[src/rtl/tcbuf_pkg.sv]
// Shared types and constants for the text cell buffer.
package tcbuf_pkg;

	// Command codes carried in func
	localparam logic [3:0] FN_MOVE    = 4'd0;
	localparam logic [3:0] FN_PUT     = 4'd1;
	localparam logic [3:0] FN_FWD     = 4'd2;
	localparam logic [3:0] FN_DOWN    = 4'd3;
	localparam logic [3:0] FN_HLINE   = 4'd4;
	localparam logic [3:0] FN_VLINE   = 4'd5;
	localparam logic [3:0] FN_READ    = 4'd6;
	localparam logic [3:0] FN_CLEAR   = 4'd7;
	localparam logic [3:0] FN_PUT_ADV = 4'd8;

	// Result status codes
	localparam logic [2:0] STS_OK    = 3'd0;
	localparam logic [2:0] STS_RANGE = 3'd1;
	localparam logic [2:0] STS_BELL  = 3'd2;
	localparam logic [2:0] STS_NULL  = 3'd3;
	localparam logic [2:0] STS_TRUNC = 3'd4;

	// Configuration register indexes
	localparam logic [1:0] CFG_ROWS = 2'd0;
	localparam logic [1:0] CFG_COLS = 2'd1;
	localparam logic [1:0] CFG_FILL = 2'd2;

	// Cursor index: at most 64 x 64 cells in use
	localparam int IDX_W = 13;

	// Fill character after reset
	localparam logic [7:0] RESET_FILL = 8'd35;

	// Command queue between front and back
	localparam int Q_DEPTH = 2;
	localparam int Q_AW    = $clog2(Q_DEPTH);

	// Effective screen geometry
	typedef struct packed {
		logic [6:0]       eff_rows;
		logic [6:0]       eff_cols;
		logic [IDX_W-1:0] total;
	} geom_t;

	// Classified command handed from front to back
	typedef struct packed {
		logic [3:0]       func;
		logic             ok;
		logic [IDX_W-1:0] idx;
		logic [6:0]       row;
		logic [6:0]       col;
		logic [7:0]       len;
		logic [7:0]       ch;
	} cmd_t;

	// One result beat
	typedef struct packed {
		logic [2:0] status;
		logic [7:0] read_char;
		logic [6:0] cursor_row;
		logic [6:0] cursor_col;
	} res_t;

endpackage

[src/rtl/tcbuf_fifo.sv]
// Short command queue between front and back.
module tcbuf_fifo (
	input  logic            clk,
	input  logic            arst_n,
	input  logic            push,
	input  tcbuf_pkg::cmd_t din,
	input  logic            pop,
	output tcbuf_pkg::cmd_t dout,
	output logic            empty,
	output logic            full
);

	tcbuf_pkg::cmd_t                 mem_q [tcbuf_pkg::Q_DEPTH];
	logic [tcbuf_pkg::Q_AW-1:0]      wr_ptr_q;
	logic [tcbuf_pkg::Q_AW-1:0]      rd_ptr_q;
	logic [tcbuf_pkg::Q_AW:0]        cnt_q;

	assign empty = cnt_q == '0;
	assign full  = cnt_q == (tcbuf_pkg::Q_AW+1)'(tcbuf_pkg::Q_DEPTH);
	assign dout  = mem_q[rd_ptr_q];

	// Pointers and fill count
	always_ff @(posedge clk or negedge arst_n) begin
		if (!arst_n) begin
			wr_ptr_q <= '0;
			rd_ptr_q <= '0;
			cnt_q    <= '0;
		end else begin
			if (push) begin
				wr_ptr_q <= wr_ptr_q + 1'b1;
			end
			if (pop) begin
				rd_ptr_q <= rd_ptr_q + 1'b1;
			end
			if (push && !pop) begin
				cnt_q <= cnt_q + 1'b1;
			end else if (pop && !push) begin
				cnt_q <= cnt_q - 1'b1;
			end
		end
	end

	// Entry storage
	always_ff @(posedge clk) begin
		if (push) begin
			mem_q[wr_ptr_q] <= din;
		end
	end

endmodule

[config.mk]
export PLATFORM = sky130hd
export DESIGN_NAME = tcbuf_fifo
export DESIGN_NICKNAME = d
export VERILOG_FILES = /design/src/rtl/tcbuf_pkg.sv /design/src/rtl/tcbuf_fifo.sv
export SDC_FILE = /design/constraint.sdc
export NUM_CORES = 1
export LEC_CHECK = 0
export BUFFER_PORTS_ARGS = -buffer_cell sky130_fd_sc_hd__buf_2
export CORE_ASPECT_RATIO = 0.8
export CORE_MARGIN = 2
export CORE_UTILIZATION = 35
export CTS_BUF_LIST = sky130_fd_sc_hd__clkbuf_16
export DETAILED_ROUTE_END_ITERATION = 12
export REMOVE_ABC_BUFFERS = 1
export SYNTH_ARGS = -nofsm -noshare
export SYNTH_HDL_FRONTEND = slang
export SYNTH_SLANG_ARGS = --single-unit
[constraint.sdc]
create_clock -name clk -period 3.4 [get_ports clk]
set_input_delay 0.17 -clock clk [delete_from_list [all_inputs] [get_ports clk]]
set_output_delay 0.17 -clock clk [all_outputs]
set_load 0.01 [all_outputs]
==> impl_metrics.csv <==
group,metric,value,unit
critical_path,cp_slowest_cell,"dfrtp_2",
critical_path,endpoint_kind,"output pin",
sta,fin_skew,3.15,ps
clocking,cts_tree,"built",
clocking,cts.htree.levels,3,
place,gp_congestion,0.656,
floorplanning,die_y,95.9,µm
worst_hold_path,hold_path.class,"input pin to flip-flop",
logic_synthesis,seq_area_frac_synth,0.807,
sta,finalMaxSlewViolations,0,
place,io_buffers,101,
logic_synthesis,yosys_warnings,0,
power_and_ir_drop,total_power,0.00376,W
logic_synthesis,ys_seq_elements,100,
final_layout,nNetsFinal,331,
clocking,cts.sinks,100,
sta,min_period_over_period,0.540,
critical_path,worst-path-max-fanout,23,
logic_synthesis,syn_area,0.00370,mm²
sta,tightest_slew,670,ps
clocking,cts-root-buf,"clkbuf_16",
logic_synthesis,synthTopCellsByArea,"edfxtp_1 78%, mux2_2 12%, mux2_4 4.1%, dfrtp_1 2.7%, xor2_1 0.95%",
logic_synthesis,netlist_instances,165,
sta,fmax,545,MHz
power_and_ir_drop,pwr-share-seq,0.456,
clocking,insertion_delay,330,ps
logic_synthesis,synth_top_area_frac,0.780,
floorplanning,pin_count,102,
global_route,track_usage,0.108,
global_route,grt_pass1_wl,9050,µm
final_layout,layout.cells.non_filler,423,
route,finalWirelength,6070,µm
sta,hold_violations,0,
logic_synthesis,syn_avg_cell_area,22.4,µm²
route,drt_iter0_drc,92,
floorplanning,die_w,119,µm
final_layout,antenna_cells,0,
final_layout,drive_gt1_frac,0.601,
sta,min_period,1840,ps
outcome,status,"finished, final reports clean",
critical_path,crit_arrival,1670,ps
global_route,grt_pass1_vias,1838,
critical_path,crit_path_cell_trace,"buf_4 -> mux2_2 -> buf_2",
route,routedWlPerCell,14.4,µm
logic_synthesis,synth_cell_types,14,
critical_path,critPathKind,"flip-flop to output pin",
floorplanning,dieArea,0.0114,mm²
clocking,postCtsSetupBuffers,0,
sta,setup_ws,1560,ps
power_and_ir_drop,p_int,0.00272,W
place,place_ws,1550,ps
global_route,grt-ovfl-total,0,
critical_path,worstSetupStartpointType,"flip-flop",
final_layout,fill_cells,913,
route,drt_first_pass_iters,4,
power_and_ir_drop,p_switching,0.00104,W
place,dp_hpwl,4000,µm
sta,fin_setup_tns,0,ps
power_and_ir_drop,powerDensity,805,mW/mm²
place,dp.cells,406,
sta,setup_viol,0,
floorplanning,start_util,0.359,
route,via_count,1849,
power_and_ir_drop,comb_power_share,0.289,
critical_path,max_stage_delay,440,ps
sta,rsz0062_at_grt,"no",
route,ant_nets,0,
clocking,clkTransAtPathRegs,60,ps
power_and_ir_drop,p_sw_frac,0.276,
logic_synthesis,synth.largest_area_cell,"edfxtp_1",
critical_path,worst_ep_required_time,3230,ps
power_and_ir_drop,vdd_drop_max,348,µV
clocking,cts_made_buffers,9,
global_route,antenna_found_initial,0,
sta,fin_hold_ws,20.9,ps
final_layout,area_growth,26.3,%
floorplanning,num_rows,33,
clocking,cts_buffer_depth,2,
route,drc,0,
floorplanning,core,0.0103,mm²
global_route,grt_max_degree,28,
power_and_ir_drop,power_leakage,1.80,nW
run,maxCapViolCount,0,
sta,slew_headroom,0.553,
power_and_ir_drop,pwr-share-clk,0.255,
route,vias_per_cell,4.37,
-- Yosys cell counts --
master	number
edfxtp_1	96
mux2_2	38
mux2_4	10
dfrtp_1	4
xor2_1	4
buf_4	3
nor2_1	2
nor2b_1	2
and2_1	1
buf_6	1
buf_8	1
ha_1	1
inv_1	1
xnor2_1	1
-- power groups by stage --
stage / registers [W] / clock network [W] / logic (W)
6_report: 0.00171 / 0.000959 / 0.00109
3_5_place_dp: 0.00174 / 0 / 0.00111
3_3_place_gp: 0.00173 / 0 / 0.00110
2_1_floorplan: 0.00181 / 0 / 0.000623
4_1_cts: 0.00172 / 0.000992 / 0.00112
5_1_grt: 0.00174 / 0.00104 / 0.00118
-- cells by family (layout without fill, tap and decap cells) --
kind of cell | after synthesis | count (layout) | synth area share
XOR/XNOR | 5 | 5 | 0.0118
adder cells (fa/ha/maj) | 1 | 1 | 0.00338
buffers and inverters | 6 | 124 | 0.0142
flip-flops | 100 | 100 | 0.807
multiplexers | 48 | 48 | 0.156
AND/OR/NAND/NOR | 5 | 5 | 0.00711
-- cells in the final DEF (no fill, tap or decap) --
cell type      synthesis  layout
buf_2                  0     101
inv_1                  1       2
bufinv_16              0       1
ha_1                   1       1
dfrtp_1                4       3
nor2_1                 2       2
nor2b_4                0       1
dfrtp_2                0       1
xor2_1                 4       4
clkbuf_16              0       9
and2_2                 0       1
nor2b_1                2       1
clkinv_1               0       2
mux2_2                38      38
mux2_4                10      10
dlygate4sd3_1          0       1
clkinv_2               0       2
xnor2_1                1       1
clkinvlp_4             0       1
buf_4                  3       5
edfxtp_1              96      96
-- routing by layer --
layer,up-vias,wire [µm],global-route usage
li1,873,-,-
met1,902,2750,0.139
met2,68,2870,0.162
met3,6,397,0.0444
met4,0,58,0.0446
met5,-,0,0
-- repair_timing --
action,in CTS,in global routing
setup endpoints to repair,0,0
gates resized for setup,0,0
hold buffers,1,0
hold endpoints to repair,4,0
-- per-stage QoR --
step / instance area (µm²) / utilization
after floorplan: 3650 / -
after global placement: 4380 / 0.426
after detailed placement: 4380 / 0.426
after CTS: 4670 / 0.454
after global routing: 4670 / 0.454
final: 4670 / 0.454
-- sequential cells by signal, summed over array words and instances (netlist names) --
signal / count
cnt_q: 2
rd_ptr_q: 1
wr_ptr_q: 1
mem_q: 96
-- worst paths after layout --
kind,start,end,slack [ps],cells past startpoint
max,rd_ptr_q,dout[35],1560,3
min,din[5],mem_q[0][5],20,1
max reg2reg,wr_ptr_q,mem_q[1][6],1580,2
min reg2reg,cnt_q[1],cnt_q[1],490,1
max in group asynchronous,arst_n,rd_ptr_q,3110,2
min in group asynchronous,arst_n,cnt_q[1],170,2
-- cell type report --
type                            instances  area [µm²]  share of cell area
Sequential cell                       100        2980               0.639
Multi-Input combinational cell         59         669               0.143
Timing Repair Buffer                  107         553               0.118
Clock buffer                            9         225              0.0482
Tap cell                              140         175              0.0375
Clock inverter                          7        58.8              0.0126
Inverter                                1        3.75            0.000804
-- worst max-delay path: cells and delay by family, from the launching register on --
kind	cells	cell delay [ps]
buffers and inverters	2	510
DFF	1	440
muxes	1	380
No activity file was read; power rests on OpenSTA's default activity.
