**src/rtl/tcbuf_pkg.sv**
```systemverilog
// Shared types and constants for the text cell buffer.
package tcbuf_pkg;

	// Command codes carried in func
	localparam logic [3:0] FN_MOVE    = 4'd0;
	localparam logic [3:0] FN_PUT     = 4'd1;
	localparam logic [3:0] FN_FWD     = 4'd2;
	localparam logic [3:0] FN_DOWN    = 4'd3;
	localparam logic [3:0] FN_HLINE   = 4'd4;
	localparam logic [3:0] FN_VLINE   = 4'd5;
	localparam logic [3:0] FN_READ    = 4'd6;
	localparam logic [3:0] FN_CLEAR   = 4'd7;
	localparam logic [3:0] FN_PUT_ADV = 4'd8;

	// Result status codes
	localparam logic [2:0] STS_OK    = 3'd0;
	localparam logic [2:0] STS_RANGE = 3'd1;
	localparam logic [2:0] STS_BELL  = 3'd2;
	localparam logic [2:0] STS_NULL  = 3'd3;
	localparam logic [2:0] STS_TRUNC = 3'd4;

	// Configuration register indexes
	localparam logic [1:0] CFG_ROWS = 2'd0;
	localparam logic [1:0] CFG_COLS = 2'd1;
	localparam logic [1:0] CFG_FILL = 2'd2;

	// Cursor index: at most 64 x 64 cells in use
	localparam int IDX_W = 13;

	// Fill character after reset
	localparam logic [7:0] RESET_FILL = 8'd35;

	// Command queue between front and back
	localparam int Q_DEPTH = 2;
	localparam int Q_AW    = $clog2(Q_DEPTH);

	// Effective screen geometry
	typedef struct packed {
		logic [6:0]       eff_rows;
		logic [6:0]       eff_cols;
		logic [IDX_W-1:0] total;
	} geom_t;

	// Classified command handed from front to back
	typedef struct packed {
		logic [3:0]       func;
		logic             ok;
		logic [IDX_W-1:0] idx;
		logic [6:0]       row;
		logic [6:0]       col;
		logic [7:0]       len;
		logic [7:0]       ch;
	} cmd_t;

	// One result beat
	typedef struct packed {
		logic [2:0] status;
		logic [7:0] read_char;
		logic [6:0] cursor_row;
		logic [6:0] cursor_col;
	} res_t;

endpackage

```
**src/rtl/tcbuf_geom.sv**
```systemverilog
// Configuration registers and effective screen geometry.
module tcbuf_geom #(
	parameter int MAX_CELLS = 4096
) (
	input  logic                 clk,
	input  logic                 arst_n,
	input  logic                 cfg_we,
	input  logic [1:0]           cfg_index,
	input  logic [7:0]           cfg_data,
	output tcbuf_pkg::geom_t     geom,
	output logic                 busy,
	output logic                 home,
	output logic [7:0]           fill
);

	logic [6:0] rows_q;
	logic [6:0] cols_q;
	logic [7:0] fill_q;
	logic [1:0] busy_q;
	logic [6:0] eff_rows_q;
	logic [6:0] eff_cols_q;
	logic [tcbuf_pkg::IDX_W-1:0] total_q;

	logic [6:0]  rc;
	logic [6:0]  cc;
	logic [6:0]  cc_m1;
	logic [13:0] prod;
	logic        over;
	logic [6:0]  rsel;
	logic [13:0] tot_prod;
	logic [6:0]  quot [64];

	// Rows that fit for each column count, capped at 64
	for (genvar g = 0; g < 64; g++) begin : g_quot
		localparam int QV = (MAX_CELLS / (g + 1) > 64) ? 64 : MAX_CELLS / (g + 1);
		assign quot[g] = 7'(QV);
	end

	// Clamp and fit the geometry
	always_comb begin
		rc = (rows_q == 7'd0) ? 7'd1 : ((rows_q > 7'd64) ? 7'd64 : rows_q);
		cc = (cols_q == 7'd0) ? 7'd1 : ((cols_q > 7'd64) ? 7'd64 : cols_q);
		cc_m1 = cc - 7'd1;
		prod = {7'd0, rc} * {7'd0, cc};
		over = {18'd0, prod} > 32'(MAX_CELLS);
		rsel = over ? quot[cc_m1[5:0]] : rc;
		tot_prod = {7'd0, eff_rows_q} * {7'd0, eff_cols_q};
	end

	// Config writes; busy stays high while the registered geometry settles after a write or reset
	always_ff @(posedge clk or negedge arst_n) begin
		if (!arst_n) begin
			rows_q     <= 7'd8;
			cols_q     <= 7'd40;
			fill_q     <= tcbuf_pkg::RESET_FILL;
			busy_q     <= 2'd2;
			eff_rows_q <= 7'd1;
			eff_cols_q <= 7'd1;
			total_q    <= tcbuf_pkg::IDX_W'(1);
		end else begin
			if (cfg_we) begin
				unique case (cfg_index)
					tcbuf_pkg::CFG_ROWS: rows_q <= cfg_data[6:0];
					tcbuf_pkg::CFG_COLS: cols_q <= cfg_data[6:0];
					tcbuf_pkg::CFG_FILL: fill_q <= cfg_data;
					default: ;
				endcase
				busy_q <= 2'd2;
			end else if (busy_q != 2'd0) begin
				busy_q <= busy_q - 2'd1;
			end
			eff_rows_q <= rsel;
			eff_cols_q <= cc;
			total_q    <= tot_prod[tcbuf_pkg::IDX_W-1:0];
		end
	end

	assign geom.eff_rows = eff_rows_q;
	assign geom.eff_cols = eff_cols_q;
	assign geom.total    = total_q;
	assign busy = busy_q != 2'd0;
	assign home = cfg_we && (cfg_index == tcbuf_pkg::CFG_ROWS ||
		cfg_index == tcbuf_pkg::CFG_COLS);
	assign fill = fill_q;

endmodule

```
**config.mk**
```make
export PLATFORM = sky130hd
export DESIGN_NAME = tcbuf_geom
export DESIGN_NICKNAME = d
export VERILOG_FILES = /design/src/rtl/tcbuf_pkg.sv /design/src/rtl/tcbuf_geom.sv
export SDC_FILE = /design/constraint.sdc
export NUM_CORES = 1
export LEC_CHECK = 0
export BUFFER_PORTS_ARGS = -buffer_cell sky130_fd_sc_hd__buf_2
export CAP_MARGIN = 20
export CORE_ASPECT_RATIO = 1.4
export CORE_MARGIN = 1.5
export CORE_UTILIZATION = 52
export DETAILED_ROUTE_END_ITERATION = 10
export MAX_ROUTING_LAYER = met4
export PLACE_DENSITY_LB_ADDON = 0.05
export SYNTH_ARGS = -nofsm -noshare
export SYNTH_HDL_FRONTEND = slang
export SYNTH_SLANG_ARGS = --single-unit
```
**constraint.sdc**
```tcl
create_clock -name clk -period 11.03 [get_ports clk]
set_input_delay 0.5515 -clock clk [delete_from_list [all_inputs] [get_ports clk]]
set_output_delay 0.5515 -clock clk [all_outputs]
set_load 0.05 [all_outputs]
```
==> results of run 1 <==
-- critical path, cell delays in order, from the launching register on --
cell	delay, ps
sky130_fd_sc_hd__dfrtp_1	720
sky130_fd_sc_hd__nor3_1	100
sky130_fd_sc_hd__a21oi_1	360
sky130_fd_sc_hd__inv_1	160
sky130_fd_sc_hd__nand2_1	130
sky130_fd_sc_hd__fa_1	420
sky130_fd_sc_hd__fa_1	550
sky130_fd_sc_hd__inv_1	60
sky130_fd_sc_hd__fa_1	530
sky130_fd_sc_hd__inv_1	50
sky130_fd_sc_hd__fa_1	540
sky130_fd_sc_hd__inv_1	40
sky130_fd_sc_hd__ha_1	450
sky130_fd_sc_hd__nand3_1	160
sky130_fd_sc_hd__o2111ai_1	280
sky130_fd_sc_hd__nand2_1	100
sky130_fd_sc_hd__xnor2_1	150
sky130_fd_sc_hd__o41a_4	540
sky130_fd_sc_hd__or3b_1	370
-- per-layer routing --
metal	track usage, %	vias to the layer above	routed length, um
li1	-	1703	-
met1	25.77	1785	4077
met2	42.81	84	5741
met3	2.025	22	407
met4	7.560	0	244
met5	-	-	0
-- sequential cells by signal, indices dropped and copies added, names as in the netlist --
name	cells
busy_q	2
cols_q	7
rows_q	7
fill	8
total_q	13
eff_rows_q	7
eff_cols_q	7
-- metrics by stage --
step / area (um2) / power [W] / hold WS, ps
after floorplan: 4935 / 0.0008072 / 255.9
after global routing: 5423 / 0.001194 / 427.4
after detailed placement: 5275 / 0.0009518 / 489.4
final: 5423 / 0.001099 / 370.7
after CTS: 5423 / 0.001113 / 387.2
after global placement: 5275 / 0.0009367 / 482.5
-- Yosys cell counts (10+ instances only) --
master,instances
sky130_fd_sc_hd__inv_1,65
sky130_fd_sc_hd__nand2_1,65
sky130_fd_sc_hd__ha_1,63
sky130_fd_sc_hd__fa_1,47
sky130_fd_sc_hd__dfrtp_1,41
sky130_fd_sc_hd__nor2_1,38
sky130_fd_sc_hd__and2_1,30
sky130_fd_sc_hd__mux2_2,22
sky130_fd_sc_hd__xnor2_1,18
sky130_fd_sc_hd__a21oi_1,11
sky130_fd_sc_hd__dfstp_2,10
sky130_fd_sc_hd__nand2b_1,10
-- cell type report --
cell class | count | area (um2)
clock buffers | 5 | 125.1
clock inverters | 3 | 22.52
fillers | 810 | 3709
inverters | 66 | 247.7
multi-input cells | 373 | 3352
flip-flops and latches | 51 | 1289
well taps | 107 | 133.9
repair buffers | 50 | 252.7
-- how the worst max path moves through the flow --
stage,to,from
finish,eff_rows_q[6],rows_q[6]
global route,eff_rows_q[6],rows_q[6]
CTS,eff_rows_q[6],rows_q[6]
detailed placement,eff_rows_q[6],rows_q[6]
global placement,eff_rows_q[6],rows_q[6]
floorplan,eff_rows_q[6],rows_q[3]
-- power groups by stage --
stage	logic [W]	clock network, W	registers, W
floorplan	0.000408	0	0.000399
global placement	0.000643	0	0.000293
detailed placement	0.000658	0	0.000294
CTS	0.000662	0.000160	0.000291
global route	0.000727	0.000167	0.000300
finish	0.000655	0.000154	0.000290
-- cells by family after synthesis --
group,count (synthesis),synth area share (%)
AO/OA/AOI/OAI,44,6.821
XOR/XNOR,21,3.727
adder cells (fa/ha/maj),110,35.04
buffers and inverters,73,5.958
flip-flops,51,26.12
multiplexers,24,5.426
AND/OR/NAND/NOR,174,16.91
==> impl_metrics.yaml, run 1 <==
synthesis:
  post_synth_instance_area_um2: 4935
  syn_warnings: 0
  synth.net_count: 620
  synth.avg_cell_area_um2: 9.929
  ys_types: 50
  yosysTopAreaCell: "sky130_fd_sc_hd__dfrtp_1"
  synth_edf_count: 0
  yosysTopAreaCellShare_pct: 20.79
  synth-seq-area-share_pct: 26.12
  ys_seq_elements: 51
  cell_types_with_the_largest_area_share_after_synthesis: "sky130_fd_sc_hd__dfrtp_1 (21%), sky130_fd_sc_hd__fa_1 (19%), sky130_fd_sc_hd__ha_1 (16%)"
  ys_async_sr_fraction_pct: 100.0
  syn-instance-count: 497
  synthFlopType: "sky130_fd_sc_hd__dfrtp_1"
global_route:
  grt_start_max_net_pins: 52
  aggregate_global_routing_overflow: 0
  grt_usage_pct: 23.10
  first_global_vias: 3774
  antenna_found_initial: 0
  global_route_wire_length_before_repair_um: 17910
sta:
  rsz_0062_raised_after_global_routing: "no"
  postLayoutSetupSlackWorst_ps: 5168
  hold_viol: 0
  min_period_over_period_pct: 53.14
  max_slew_violation_count: 0
  tightest_slew_ps: 691.5
  final-setup-viol-count: 0
  fin_tns_setup_ps: 0
  timing.slew.headroom_pct: 53.81
  maxClockFrequency_mhz: 170.6
  post_route_skew_ps: 8.247
  finalWorstPathRequiredPeriod_ps: 5862
floorplan:
  die_area_um2: 10090
  io-pin-count: 50
  std_cell_rows: 41
  chipWidth_um: 85.33
  floorplan.initialDensity_pct: 54.04
  core-area_um2: 9131
  floorplan.die.height_um: 118.3
clocking:
  worstSkewPairLatency_ps: 290
  ctsHoldBuffers: 0
  clockBufferDepth: 2
  cts_tree: "done"
  tritoncts.num_buffers: 5
  cts-resized-gates: 0
  cts_max_level: 2
  postCtsSetupBuffers: 0
  clock_sink_count: 51
  clk_pin_slew_ps: 70
  cts_root_buffer: "sky130_fd_sc_hd__clkbuf_16"
setup_path:
  cp.required_ps: 11190
  regToRegStartpoint: "rows_q[6]"
  critical_path_arrival_ps: 6020
  worst_r2r_path_depth: 18
  cp-end-kind: "register"
  crit_fanout: 21
  r2r_slack_ps: 5170
  critical_path.reg2reg.endpoint: "eff_rows_q[6]"
  crit_start_category: "register"
  worstSetupPathType: "reg2reg"
final_layout:
  final_nets: 670
  instances_no_fill: 655
  most-common-layout-cells: "sky130_fd_sc_hd__nand2_1 (65), sky130_fd_sc_hd__inv_1 (65), sky130_fd_sc_hd__ha_1 (63)"
  areaGrowthSynthToFinish_pct: 9.888
  fraction_of_final_layout_cells_sized_beyond_drive_strength_1_pct: 19.34
  finalCoreUtilization_pct: 59.39
  n_antenna_cell: 0
power:
  p_leak_nw: 2.873
  comb_power_share_pct: 59.6
  power.share.switching_pct: 49.22
  power.net_switching_w: 0.0005410
  vdd.ir_drop.worst_mv: 0.07968
  power-per-cell-area_nw_per_um2: 202.7
  power_frac_clock_pct: 14.0
  power.share.sequential_pct: 26.4
  intPower_w: 0.0005583
routing:
  drt_wl_total_um: 10470
  post_drt_via_cell_ratio: 5.487
  drt_first_iter_violations: 150
  dr_wl_cell_um: 15.99
  drc: 7
  ant_nets: 0
  dr_total_vias: 3594
  drt_first_pass_iters: 8
placement:
  placement.setup.worst_slack_ps: 5260
  post-place-cells: 647
  gpl.final_weighted_congestion: 0.9607
  dp_hpwl_um: 8636
  buffer_ports.inserted: 49
worst_hold_path:
  hold_class: "in2async"
run:
  max_cap_viol_count: 0
outcome:
  failing_checks: "design-rule violations"
  outcome: "finished with violations"
Note: power is estimated with default switching activity, not from simulation.
==> inputs of run 2 (changes only) <==
- clock period: 11.03 -> 6.1 ns (I/O delays scaled with it)
==> run 2 against run 1 <==
The run still ends with design-rule violations left. Die area unchanged. Clock skew increased by 2.5 ps. Setup slack got worse by 4700 ps. Hold slack got worse by 270 ps. Total power increased by 83%. Routed wire length increased by 0.90%. Critical path depth unchanged. Combinational power increased by 83%. Sequential power increased by 79%. Cell count increased by 0.76%. Core utilization increased by 0.41 points.
==> impl_metrics.yaml, run 2 (synthesis gave the netlist of run 1 again) <==
setup_path:
  critical_path.cell_chain: "nor3_1 -> a21oi_1 -> inv_1 -> nand2_1 -> fa_1 -> fa_1 -> inv_1 -> fa_1 -> inv_1 -> fa_1 -> inv_1 -> ha_1 -> nand3_1 -> o2111ai_1 -> nand2_1 -> xnor2_1 -> o41a_4 -> or3b_1"
  critical_path.reg2reg.endpoint: "eff_rows_q[6]"
  cp.buffers_inverters: 4
  cp.required_ps: 6270
  worst_r2r_path_depth: 18
  crit_start_category: "register"
  worstSetupPathType: "reg2reg"
  regToRegStartpoint: "rows_q[3]"
  r2r_slack_ps: 480
  critical_path.top_delay_family: "adder cells"
  critical-path-slowest-cell: "sky130_fd_sc_hd__fa_1"
  crit_fanout: 9
  critical_path_arrival_ps: 5790
  cp-end-kind: "register"
  delay_of_the_slowest_critical_path_stage_ps: 560
clocking:
  cts_tree: "done"
  clk_pin_slew_ps: 70
  clockBufferDepth: 2
  cts_root_buffer: "sky130_fd_sc_hd__clkbuf_16"
  ctsHoldBuffers: 0
  tritoncts.num_buffers: 5
  cts-resized-gates: 0
  worstSkewPairLatency_ps: 300
  clock_sink_count: 51
  cts_max_level: 2
  postCtsSetupBuffers: 0
sta:
  tightest_slew_ps: 645.4
  rsz_0062_raised_after_global_routing: "no"
  max_slew_violation_count: 0
  maxClockFrequency_mhz: 178.0
  final-setup-viol-count: 0
  min_period_over_period_pct: 92.09
  timing.slew.headroom_pct: 56.97
  hold_viol: 0
  post_route_skew_ps: 10.74
  fin_tns_setup_ps: 0
  finalWorstPathRequiredPeriod_ps: 5618
global_route:
  antenna_found_initial: 0
  grt_start_max_net_pins: 52
  aggregate_global_routing_overflow: 0
  first_global_vias: 3925
  grt_usage_pct: 23.72
  global_route_wire_length_before_repair_um: 18450
final_layout:
  most-common-layout-cells: "sky130_fd_sc_hd__nand2_1 (65), sky130_fd_sc_hd__inv_1 (65), sky130_fd_sc_hd__ha_1 (63)"
  finalInstanceArea_um2: 5460
  regMostFlops: "total_q"
  fraction_of_final_layout_cells_sized_beyond_drive_strength_1_pct: 20.07
  largest_register_ffs: 13
  final_nets: 675
  n_antenna_cell: 0
  sequential_cell_area_um2: 1289
  multi_input_comb_area_um2: 3352
  num-fill-cells: 840
  areaGrowthSynthToFinish_pct: 10.65
placement:
  placement.cell_area_um2: 5313
  gpl.final_weighted_congestion: 1.012
  buffer_ports.inserted: 49
  dp_hpwl_um: 8647
worst_hold_path:
  hold_class: "in2async"
floorplan:
  floorplan.die.height_um: 118.3
  io-pin-count: 50
  chipWidth_um: 85.33
  floorplan.initialDensity_pct: 54.04
  std_cell_rows: 41
  core-area_um2: 9131
  die_area_um2: 10090
routing:
  dr_total_vias: 3676
  drt_wl_total_um: 10570
  drt_first_iter_violations: 179
  ant_nets: 0
  drc: 7
  dr_wl_cell_um: 16.01
  drt_first_pass_iters: 7
  post_drt_via_cell_ratio: 5.570
power:
  vdd.ir_drop.worst_mv: 0.1568
  p_leak_nw: 2.898
  power-per-cell-area_nw_per_um2: 367.8
outcome:
  failing_checks: "design-rule violations"
  outcome: "finished with violations"
run:
  max_cap_viol_count: 0
-- run 2: cell type report --
class	instances	area share [%]
tap	107	2.452
inverter	66	4.537
timing repair buffer	55	5.316
multi-input combinational	373	61.39
clock buffer	5	2.291
sequential	51	23.60
clock inverter	3	0.4125
-- run 2: power by group --
part           switching [W]  internal, W
sequential         0.0000845     0.000435
clock               0.000130     0.000154
combinational       0.000775     0.000430
total               0.000989      0.00102
-- run 2: through the flow --
stage	power, W	hold WS, ps	setup WS, ps	utilization [%]	cells
after floorplan	0.001459	9.409	1007	-	497
after global placement	0.001703	455.5	694.2	58.18	652
after detailed placement	0.001726	457.0	550.0	58.18	652
after CTS	0.002022	138.8	523.5	59.80	660
after global routing	0.002179	177.0	202.7	59.80	660
final	0.002008	105.2	482.4	59.80	660
-- run 2: how the worst max path moves through the flow --
stage,startpoint,slack [ps],depth (start not counted),endpoint
after floorplan,rows_q[3],1010,19,eff_rows_q[6]
after global placement,rows_q[3],690,18,eff_rows_q[6]
after detailed placement,rows_q[3],550,18,eff_rows_q[6]
after CTS,rows_q[3],520,18,eff_rows_q[6]
after global routing,rows_q[3],200,18,eff_rows_q[6]
final,rows_q[3],480,18,eff_rows_q[6]
-- run 2: per-layer routing --
metal	part of all wire (%)	global-route usage [%]
met1	38	26.20
met2	54	42.46
met3	4.4	3.142
met4	3.4	9.879
met5	0	-
