==> src/rtl/tcbuf_pkg.sv <==
// Shared types and constants for the text cell buffer.
package tcbuf_pkg;

	// Command codes carried in func
	localparam logic [3:0] FN_MOVE    = 4'd0;
	localparam logic [3:0] FN_PUT     = 4'd1;
	localparam logic [3:0] FN_FWD     = 4'd2;
	localparam logic [3:0] FN_DOWN    = 4'd3;
	localparam logic [3:0] FN_HLINE   = 4'd4;
	localparam logic [3:0] FN_VLINE   = 4'd5;
	localparam logic [3:0] FN_READ    = 4'd6;
	localparam logic [3:0] FN_CLEAR   = 4'd7;
	localparam logic [3:0] FN_PUT_ADV = 4'd8;

	// Result status codes
	localparam logic [2:0] STS_OK    = 3'd0;
	localparam logic [2:0] STS_RANGE = 3'd1;
	localparam logic [2:0] STS_BELL  = 3'd2;
	localparam logic [2:0] STS_NULL  = 3'd3;
	localparam logic [2:0] STS_TRUNC = 3'd4;

	// Configuration register indexes
	localparam logic [1:0] CFG_ROWS = 2'd0;
	localparam logic [1:0] CFG_COLS = 2'd1;
	localparam logic [1:0] CFG_FILL = 2'd2;

	// Cursor index: at most 64 x 64 cells in use
	localparam int IDX_W = 13;

	// Fill character after reset
	localparam logic [7:0] RESET_FILL = 8'd35;

	// Command queue between front and back
	localparam int Q_DEPTH = 2;
	localparam int Q_AW    = $clog2(Q_DEPTH);

	// Effective screen geometry
	typedef struct packed {
		logic [6:0]       eff_rows;
		logic [6:0]       eff_cols;
		logic [IDX_W-1:0] total;
	} geom_t;

	// Classified command handed from front to back
	typedef struct packed {
		logic [3:0]       func;
		logic             ok;
		logic [IDX_W-1:0] idx;
		logic [6:0]       row;
		logic [6:0]       col;
		logic [7:0]       len;
		logic [7:0]       ch;
	} cmd_t;

	// One result beat
	typedef struct packed {
		logic [2:0] status;
		logic [7:0] read_char;
		logic [6:0] cursor_row;
		logic [6:0] cursor_col;
	} res_t;

endpackage

==> src/rtl/tcbuf_front.sv <==
// Front end: takes input beats, range-checks and maps the target cell.
module tcbuf_front (
	input  logic             clk,
	input  logic             arst_n,
	input  logic             in_valid,
	output logic             in_stall,
	input  logic [3:0]       func,
	input  logic [6:0]       row,
	input  logic [6:0]       col,
	input  logic [7:0]       length,
	input  logic [7:0]       ch,
	input  tcbuf_pkg::geom_t geom,
	input  logic             hold,
	input  logic             q_full,
	output logic             push,
	output tcbuf_pkg::cmd_t  cmd
);

	logic       v_s1;
	logic [3:0] func_s1;
	logic [6:0] row_s1;
	logic [6:0] col_s1;
	logic [7:0] len_s1;
	logic [7:0] ch_s1;

	logic        accept;
	logic [6:0]  row_m1;
	logic [6:0]  col_m1;
	logic [13:0] row_off;

	assign in_stall = hold | (v_s1 & q_full);
	assign accept   = in_valid & ~in_stall;
	assign push     = v_s1 & ~q_full;

	// Stage valid
	always_ff @(posedge clk or negedge arst_n) begin
		if (!arst_n) begin
			v_s1 <= 1'b0;
		end else if (accept) begin
			v_s1 <= 1'b1;
		end else if (push) begin
			v_s1 <= 1'b0;
		end
	end

	// Stage payload
	always_ff @(posedge clk) begin
		if (accept) begin
			func_s1 <= func;
			row_s1  <= row;
			col_s1  <= col;
			len_s1  <= length;
			ch_s1   <= ch;
		end
	end

	// Classify: range check and linear cell index
	always_comb begin
		row_m1  = row_s1 - 7'd1;
		col_m1  = col_s1 - 7'd1;
		row_off = {7'd0, row_m1} * {7'd0, geom.eff_cols};
		cmd.func = func_s1;
		cmd.ok   = (row_s1 != 7'd0) && (row_s1 <= geom.eff_rows) &&
			(col_s1 != 7'd0) && (col_s1 <= geom.eff_cols);
		cmd.idx  = row_off[tcbuf_pkg::IDX_W-1:0] +
			{{(tcbuf_pkg::IDX_W-7){1'b0}}, col_m1};
		cmd.row  = row_s1;
		cmd.col  = col_s1;
		cmd.len  = len_s1;
		cmd.ch   = ch_s1;
	end

endmodule

==> config.mk <==
export PLATFORM = sky130hd
export DESIGN_NAME = tcbuf_front
export DESIGN_NICKNAME = d
export VERILOG_FILES = /design/src/rtl/tcbuf_pkg.sv /design/src/rtl/tcbuf_front.sv
export SDC_FILE = /design/constraint.sdc
export NUM_CORES = 1
export LEC_CHECK = 0
export BUFFER_PORTS_ARGS = -buffer_cell sky130_fd_sc_hd__buf_4
export CAP_MARGIN = 10
export CORE_ASPECT_RATIO = 1.2
export CORE_MARGIN = 4
export CORE_UTILIZATION = 40
export CTS_BUF_LIST = sky130_fd_sc_hd__clkbuf_16
export DETAILED_ROUTE_END_ITERATION = 7
export GPL_TIMING_DRIVEN = 0
export PLACE_DENSITY_LB_ADDON = 0.12
export SLEW_MARGIN = 10
export SYNTH_ARGS = -nofsm -noshare
export SYNTH_HDL_FRONTEND = slang
export SYNTH_SLANG_ARGS = --single-unit
==> constraint.sdc <==
create_clock -name clk -period 8.7 [get_ports clk]
set_input_delay 1.74 -clock clk [delete_from_list [all_inputs] [get_ports clk]]
set_output_delay 1.74 -clock clk [all_outputs]
set_load 0.02 [all_outputs]
==> impl_metrics.ini, run 1 <==
[floorplanning]
die_x_um = 91.5
pin_count = 116
coreArea_sq_mm = 0.00815
die_y_um = 108
start_util = 0.410
die-area_sq_mm = 0.00989
rows = 36

[worst_setup_path]
cp-endpoint = cmd[42]
crit_start = row_s1[0]
start_kind = register
crit_fanout = 8
reg2reg_setup_slack_ns = 7.08
end_kind = primary output
critical_path_class = register to primary output
regToRegEndpoint = ch_s1[7]
crit_arrival_ns = 6.18
worst_r2r_startpoint = v_s1
worstPathRequired_ns = 6.96
r2r_cells = 2

[drt]
postRouteAntennaNets = 0
wl_um = 6910
dr_total_vias = 2454
firstDrtPassIters = 2
drtIter0Drc = 67
vias_per_cell = 4.55
post_drt_wl_per_cell_um = 12.8
drc = 0

[cells_and_area]
nets = 568
syn2layout_area_growth_pct = 32.1
fillCellCount = 747
antennaDiodeCount = 0
drive_above_1_share = 0.278

[clock_tree]
cts_resized = 0
clk_path_buf_depth = 2
worst_skew_pair.late_latency_ns = 0.27
cts_hold_buf = 0
tritoncts = built
clkSinkCount = 35
htree_levels = 2
post_cts_buffers = 0
clockRootBuffer = clkbuf_16
numCtsBuffers = 5
path_clk_slew_ns = 0.05

[logic_synthesis]
ys_types = 39
syn_area_sq_mm = 0.00334
syn_nets = 459
synth_top_area_share = 0.305
synthTopCellsByArea = edfxtp_1, fa_1, ha_1
yosys_register_bits = 35
yosysTopAreaCell = edfxtp_1
synth_warnings = 0
syn_avg_cell_area_sq_um = 10.6
ys_seq_area_frac = 0.313
netlist_instances = 315

[placement]
gp_congestion = 0.790
io_buffers = 102
place_hpwl_um = 6120
dp_slack_ns = 0.860

[timing]
drv_slew = 0
clock_skew_ns = 0.00136
post-route-period-util = 0.910
setup_ws_ns = 0.782
tightest_slew_ns = 0.763
max_freq_mhz = 126
setup_viol = 0
final-hold-violation-count = 0
setup-tns-final_ns = 0
period_needed_ns = 7.92
timing.slew.headroom = 0.491
grt_setup_unrepaired = false
hold_ws_ns = 0.499

[global_route]
grt_overflow_total = 0
grt_max_degree = 36
grt_first_pass_wirelength_um = 11800
grt.total_usage = 0.147
antenna_found_initial = 0
grt_pass1_vias = 2705

[status]
outcome = finished clean

[power]
p_per_area_mw_per_mm2 = 222
leakage_nw = 2.18
ir_drop_mv = 0.238

[flow_run]
drv_cap = 0

[hold_path]
hold_class = register to register
==> synthesized netlist by cell type, drive strengths merged <==
| library cell | n |
|---|---|
| a2111oi | 1 |
| a21o | 4 |
| a21oi | 10 |
| a311o | 1 |
| a31oi | 1 |
| a41o | 1 |
| and2 | 10 |
| and4 | 1 |
| buf | 1 |
| clkbuf | 1 |
| dfrtp | 1 |
| edfxtp | 34 |
| fa | 30 |
| ha | 48 |
| inv | 68 |
| nand2 | 15 |
| nand2b | 5 |
| nand3 | 2 |
| nand4 | 2 |
| nor2 | 25 |
| nor2b | 8 |
| nor3 | 3 |
| nor3b | 2 |
| nor4 | 3 |
| o211ai | 1 |
| o21a | 1 |
| o21ai | 6 |
| o21bai | 1 |
| o22a | 1 |
| o31a | 2 |
| or3b | 1 |
| or4 | 1 |
| xnor2 | 18 |
| xor2 | 6 |
==> area by class of cell <==
cell class                      count  area [sq um]  area share
Sequential cell                    35          1050       0.237
Inverter                           68           255      0.0578
Timing Repair Buffer              102           766       0.173
Clock inverter                      3          38.8     0.00878
Tap cell                          114           143      0.0323
Clock buffer                        5           125      0.0283
Buffer                              2          15.0     0.00340
Multi-Input combinational cell    210          2030       0.459
==> metrics by stage <==
| stage | instances | instance area, sq um | util | power (mW) |
|---|---|---|---|---|
| floorplan | 315 | 3340 | - | 0.600 |
| global placement | 531 | 4250 | 0.522 | 0.790 |
| detailed placement | 531 | 4250 | 0.522 | 0.799 |
| CTS | 539 | 4420 | 0.542 | 0.997 |
| global route | 539 | 4420 | 0.542 | 1.07 |
| finish | 539 | 4420 | 0.542 | 0.981 |
==> critical path, stage by stage (launching register included) <==
cell and delay, ns:
edfxtp_1 0.40, clkbuf_1 0.24, inv_1 0.17, ha_1 0.19, or3b_1 0.36, buf_6 0.14, nor3_4 0.13, xor2_2 0.36
nand2_1 0.12, fa_1 0.49, inv_1 0.05, fa_1 0.46, fa_1 0.54, inv_1 0.05, fa_1 0.53, inv_1 0.04
ha_1 0.34, nor2b_1 0.16, a311o_1 0.34, a31oi_1 0.30, o21ai_0 0.17, xnor2_1 0.16, buf_4 0.16
==> cells by family after synthesis <==
kind of cell / after synthesis / share of synthesized area
adder cells (fa/ha/maj): 78 / 0.359
AND/OR/NAND/NOR: 78 / 0.122
buffers and inverters: 70 / 0.0808
flip-flops: 35 / 0.313
AO/OA/AOI/OAI: 30 / 0.0580
XOR/XNOR: 24 / 0.0673
==> power by group <==
part / total [mW] / switching (mW) / internal [mW] / leakage, nW
combinational: 0.587 / 0.320 / 0.267 / 1.77
sequential: 0.200 / 0.00528 / 0.195 / 0.329
clock: 0.194 / 0.0607 / 0.133 / 0.0812
==> per-layer routing <==
metal,track usage,wire length [um],share of wire,vias up
li1,-,-,-,1237
met1,0.163,2620,0.38,1125
met2,0.260,3440,0.50,84
met3,0.0619,768,0.11,8
met4,0.0399,78,0.011,0
met5,0,0,0,-
==> flip-flops by register name, summed over array words and instances, names as in the netlist <==
register / flops
func_s1: 4
col_s1: 7
v_s1: 1
len_s1: 8
row_s1: 7
ch_s1: 8
==> layout by cell type (no fill, tap or decap), types with 2 or more instances in the layout <==
cell type,count
a21o_1,4
a21oi_1,10
and2_1,6
and2_2,4
buf_4,102
clkbuf_16,5
edfxtp_1,34
fa_1,30
ha_1,48
inv_1,68
nand2_1,14
nand2b_1,5
nand3_1,2
nand4_1,2
nor2_1,25
nor2b_1,8
nor3_1,2
nor3b_1,2
nor4_1,3
o21ai_0,6
o31a_1,2
xnor2_1,17
xor2_1,5
==> worst min-delay path by stage <==
stage / startpoint / endpoint / slack (ns) / depth (start not counted)
3_3_place_gp: v_s1 / v_s1 / 0.48 / 1
4_1_cts: v_s1 / v_s1 / 0.50 / 1
5_1_grt: v_s1 / v_s1 / 0.55 / 1
2_1_floorplan: v_s1 / v_s1 / 0.46 / 1
6_report: v_s1 / v_s1 / 0.50 / 1
3_5_place_dp: v_s1 / v_s1 / 0.49 / 1
No activity file was read; power rests on OpenSTA's default activity.
==> run 2, diff against run 1 <==
ABC_AREA = 1   (was default)
==> run 2 against run 1 <==
Synthesized cell count is 27% higher. Largest cell class unchanged. Power is 3.2% higher. Global-route usage is 1.3 points higher. Core utilization is 0.092 points lower. Maximum frequency is 7.5% higher. Worst setup slack better by 0.55 ns. Largest power group unchanged. Area after synthesis is 5.4% higher.
==> impl_metrics.ini, run 2 <==
[status]
outcome = finished clean

[placement]
dp_slack_ns = 1.33
place_inst = 620
gp_congestion = 0.845
io_buffers = 102
place_hpwl_um = 6880

[worst_setup_path]
regToRegEndpoint = len_s1[1]
r2r_cells = 4
reg2reg_setup_slack_ns = 7.42
worstPathRequired_ns = 6.96
slowest_delay_ns = 0.55
start_kind = primary input
worst_r2r_startpoint = v_s1
cp_cell_sequence = buf_4, inv_1, or2_2, fa_1, fa_1, inv_1, fa_1, inv_1, fa_1, inv_1, ha_1, a21oi_1, o21ai_0, a21oi_1, xnor2_1, buf_4
timing.critical_path.slowest_stage_cell = fa_1
crit_fanout = 6
crit_arrival_ns = 5.63
end_kind = primary output
crit_start = geom[18]
critical_path_class = primary input to primary output

[hold_path]
hold_class = register to register
hold_depth = 2
holdPathEnd = v_s1
min_from = v_s1

[timing]
final-hold-violation-count = 0
tightest_slew_ns = 0.381
clock_skew_ns = 0.00369
post-route-period-util = 0.847
setup-tns-final_ns = 0
drv_slew = 0
hold_ws_ns = 0.514
setup_ws_ns = 1.33
timing.slew.headroom = 0.746
grt_setup_unrepaired = false
period_needed_ns = 7.37
setup_viol = 0
max_freq_mhz = 136

[clock_tree]
cts_resized = 0
tritoncts = built
post_cts_buffers = 0
clkSinkCount = 35
cts_hold_buf = 0
clk_path_buf_depth = 2
path_clk_slew_ns = 0.05
worst_skew_pair.late_latency_ns = 0.27
clockRootBuffer = clkbuf_16
numCtsBuffers = 5
htree_levels = 2

[logic_synthesis]
synth-simple-area-share = 0.182
synthFlopType = edfxtp_1
netlist_instances = 400
synth_compound_area_frac = 0.0419
syn_nets = 544
yosys_register_bits = 35
synthArstFlopShare = 0.0286
synthAdderAreaFrac = 0.341
synth.most_common_cell = inv_1
synthTopCellsByCount = inv_1, nand2_1, nor2_1, ha_1, edfxtp_1
synthTopCellsByArea = edfxtp_1, fa_1, ha_1
synth_warnings = 0
synth_top_family_by_area = adder cells
synth_edf_count = 34
syn_avg_cell_area_sq_um = 8.81
syn_area_sq_mm = 0.00352
muxShareOfSynthArea = 0
yosysTopAreaCell = edfxtp_1
ys_types = 27
synth_xor_area_frac = 0.0369
ys_seq_area_frac = 0.297
synth_top_area_share = 0.290

[drt]
post_drt_wl_per_cell_um = 12.6
dr_total_vias = 2844
drc = 0
postRouteAntennaNets = 0
wl_um = 7930
vias_per_cell = 4.53
firstDrtPassIters = 4
drtIter0Drc = 95

[floorplanning]
die_y_um = 111
die_x_um = 93.7
rows = 37
die-area_sq_mm = 0.0104
pin_count = 116
start_util = 0.412
coreArea_sq_mm = 0.00856

[cells_and_area]
multi_input_area_sq_mm = 0.00213
nets = 654
register_area_sq_mm = 0.00105
final_common_cell = buf_4
syn2layout_area_growth_pct = 31.5
fillCellCount = 798
antennaDiodeCount = 0
final_util = 0.541
drive_above_1_share = 0.247
final_cells = 628
final_cell_mix = buf_4, inv_1, nand2_1
reg_top3 = ch_s1 (8), len_s1 (8)

[global_route]
grt_max_degree = 31
grt.total_usage = 0.161
grt_pass1_vias = 3065
grt_overflow_total = 0
grt_first_pass_wirelength_um = 13700
antenna_found_initial = 0

[flow_run]
drv_cap = 0

[power]
leakage_nw = 2.43
ir_drop_mv = 0.158
p_per_area_mw_per_mm2 = 219
run 2: cells by family after synthesis:
logic type      after synthesis
fa+ha+maj                    78
flops                        35
buf+inv                      95
simple gates                152
xor+xnor                     14
compound gates               26
run 2: through the flow:
| step | cell area [sq um] | total power, mW |
|---|---|---|
| finish | 4630 | 1.01 |
| detailed placement | 4460 | 0.825 |
| global placement | 4440 | 0.815 |
| floorplan | 3520 | 0.616 |
| global route | 4630 | 1.11 |
| CTS | 4630 | 1.03 |
run 2: area by class of cell:
cell class              instances  area share
multi-input cells             270       0.460
flip-flops and latches         35       0.226
repair buffers                103       0.170
inverters                      95      0.0770
well taps                     117      0.0316
clock buffers                   5      0.0270
clock inverters                 3     0.00945
run 2: power by group:
part / leakage, nW / switching (mW) / internal [mW]
logic: 2.01 / 0.356 / 0.257
registers: 0.329 / 0.00557 / 0.194
clock network: 0.0838 / 0.0649 / 0.135
total: 2.43 / 0.427 / 0.586
run 2: metal layers:
layer,global-route usage,wire length (um),vias up
met1,0.184,3120,1300
met3,0.0421,604,6
met4,0.0347,89,0
li1,-,-,1460
met2,0.294,4120,78
met5,0,0,-
run 2: worst max-delay path by stage:
stage	slack (ns)	cells past startpoint	endpoint
global placement	1.32	19	cmd[42]
global route	1.08	19	cmd[42]
floorplan	1.58	16	cmd[38]
detailed placement	1.33	20	cmd[42]
finish	1.33	16	cmd[37]
CTS	1.32	19	cmd[42]
run 2: worst max-delay path: cells and delay by family:
kind | cells | cell delay, ns
xor gates and xnor gates | 1 | 0.13
adders and majority gates | 5 | 2.43
AOI/OAI and AO/OA | 3 | 0.50
buffers and inverters | 6 | 0.53
and+or+nand+nor | 1 | 0.31
==> run 3, diff against run 2 <==
ABC_AREA = 0   (was 1)
clock period = 7.3 ns   (was 8.7 ns; I/O delays follow)
==> run 3 against run 2 <==
Sequential power up 19%. Clock skew shrank 0.0023 ns. Count of clock-buffer cells in the layout unchanged. Highest routed layer unchanged. Largest power group unchanged. Wire length is 11% lower. Global-route usage shrank 1.2 points. First-iteration DRC count shrank 32%. Non-clock buffer count rose by 5.
==> impl_metrics.ini, run 3 (same netlist as run 1, synthesis figures left out) <==
[status]
outcome = finished clean

[cells_and_area]
nets = 572
antennaDiodeCount = 0
reg_top3 = ch_s1 (8), len_s1 (8)
drive_above_1_share = 0.315
syn2layout_area_growth_pct = 35.7
final_cell_mix = buf_4, inv_1, ha_1
final_common_cell = buf_4
final_cells = 543
final_util = 0.556

[placement]
dp_slack_ns = -0.0946
place_inst = 531
io_buffers = 102
gp_congestion = 0.790
place_hpwl_um = 6120

[worst_setup_path]
crit_arrival_ns = 5.59
start_kind = primary input
cp_cell_sequence = buf_4, inv_2, nor2_1, fa_1, inv_1, fa_1, inv_1, fa_1, inv_1, fa_1, inv_1, ha_2, or4_1, a41o_1, a21oi_2, xnor2_1, buf_4
reg2reg_setup_slack_ns = 5.69
regToRegEndpoint = col_s1[1]
end_kind = primary output
worst_r2r_startpoint = v_s1
timing.critical_path.slowest_stage_cell = fa_1
worstPathRequired_ns = 5.84
crit_fanout = 5
crit_family = adder cells
slowest_delay_ns = 0.55
cp_num_buf_inv = 7
r2r_cells = 2
critical_path_class = primary input to primary output

[floorplanning]
pin_count = 116
die-area_sq_mm = 0.00989
coreArea_sq_mm = 0.00815
die_x_um = 91.5
start_util = 0.410
die_y_um = 108
rows = 36

[drt]
drtIter0Drc = 65
vias_per_cell = 4.58
postRouteAntennaNets = 0
dr_total_vias = 2487
wl_um = 7060
post_drt_wl_per_cell_um = 13.0
drc = 0
firstDrtPassIters = 4

[timing]
post-route-period-util = 0.966
max_freq_mhz = 142
tightest_slew_ns = 0.760
drv_slew = 0
setup_ws_ns = 0.250
period_needed_ns = 7.05
clock_skew_ns = 0.00138
grt_setup_unrepaired = false
final-hold-violation-count = 0
timing.slew.headroom = 0.493
setup_viol = 0
hold_ws_ns = 0.499

[flow_run]
drv_cap = 0

[power]
leakage_nw = 2.21
p_per_area_mw_per_mm2 = 268
ir_drop_mv = 0.284

[global_route]
grt_pass1_vias = 2723
grt.total_usage = 0.149
grt_max_degree = 36
grt_overflow_total = 0
grt_first_pass_wirelength_um = 11800
antenna_found_initial = 0

[clock_tree]
clkSinkCount = 35
clk_path_buf_depth = 2
htree_levels = 2
path_clk_slew_ns = 0.05
worst_skew_pair.late_latency_ns = 0.27
cts_hold_buf = 0
tritoncts = built
clockRootBuffer = clkbuf_16
numCtsBuffers = 5

[hold_path]
holdPathEnd = v_s1
min_from = v_s1
hold_depth = 1
hold_class = register to register
## run 3: area by class of cell
cell class / instances / area (sq um)
Fill cell: 732 / 3620
Timing Repair Buffer: 107 / 803
Tap cell: 114 / 143
Buffer: 1 / 11.3
Multi-Input combinational cell: 210 / 2110
Inverter: 68 / 259
Clock inverter: 3 / 38.8
Sequential cell: 35 / 1050
Clock buffer: 5 / 125
## run 3: stage by stage
stage | power (mW) | TNS, ns | cell area (sq um)
after global placement | 0.941 | -0.0334 | 4250
after CTS | 1.20 | 0 | 4460
after floorplan | 0.716 | 0 | 3340
final | 1.22 | 0 | 4540
after global routing | 1.32 | 0 | 4540
after detailed placement | 0.953 | -0.0946 | 4250
## run 3: power breakdown
part	internal (mW)	switching, mW	total, mW
logic	0.345	0.402	0.747
clock network	0.159	0.0722	0.231
registers	0.232	0.00680	0.239
## run 3: worst max path at each step
stage | start | slack [ns] | cells past startpoint | endpoint
floorplan | row_s1[0] | 0.25 | 21 | cmd[42]
global placement | row_s1[0] | -0.03 | 22 | cmd[42]
detailed placement | row_s1[0] | -0.09 | 22 | cmd[42]
CTS | row_s1[0] | 0.01 | 19 | cmd[42]
global route | row_s1[0] | 0.04 | 20 | cmd[41]
finish | geom[16] | 0.25 | 17 | cmd[41]
## run 3: worst register-to-register path, delay by kind of cell (launching register included)
kind               cells  cell delay [ns]
DFF                    1             0.38
and+or+nand+nor        1             0.68
AOI/OAI and AO/OA      1             0.17
## run 3: repair_timing
action / in CTS / in global routing
endpoints found under the setup margin: 3 / 3
pin swaps: 0 / 4
setup buffers: 3 / 2
gates resized for setup: 3 / 13
## run 3: layer usage
| layer | part of all wire | vias up | GRT usage |
|---|---|---|---|
| li1 | - | 1252 | - |
| met1 | 0.38 | 1135 | 0.162 |
| met2 | 0.50 | 90 | 0.264 |
| met3 | 0.11 | 10 | 0.0633 |
| met4 | 0.015 | 0 | 0.0431 |
| met5 | 0 | - | 0 |
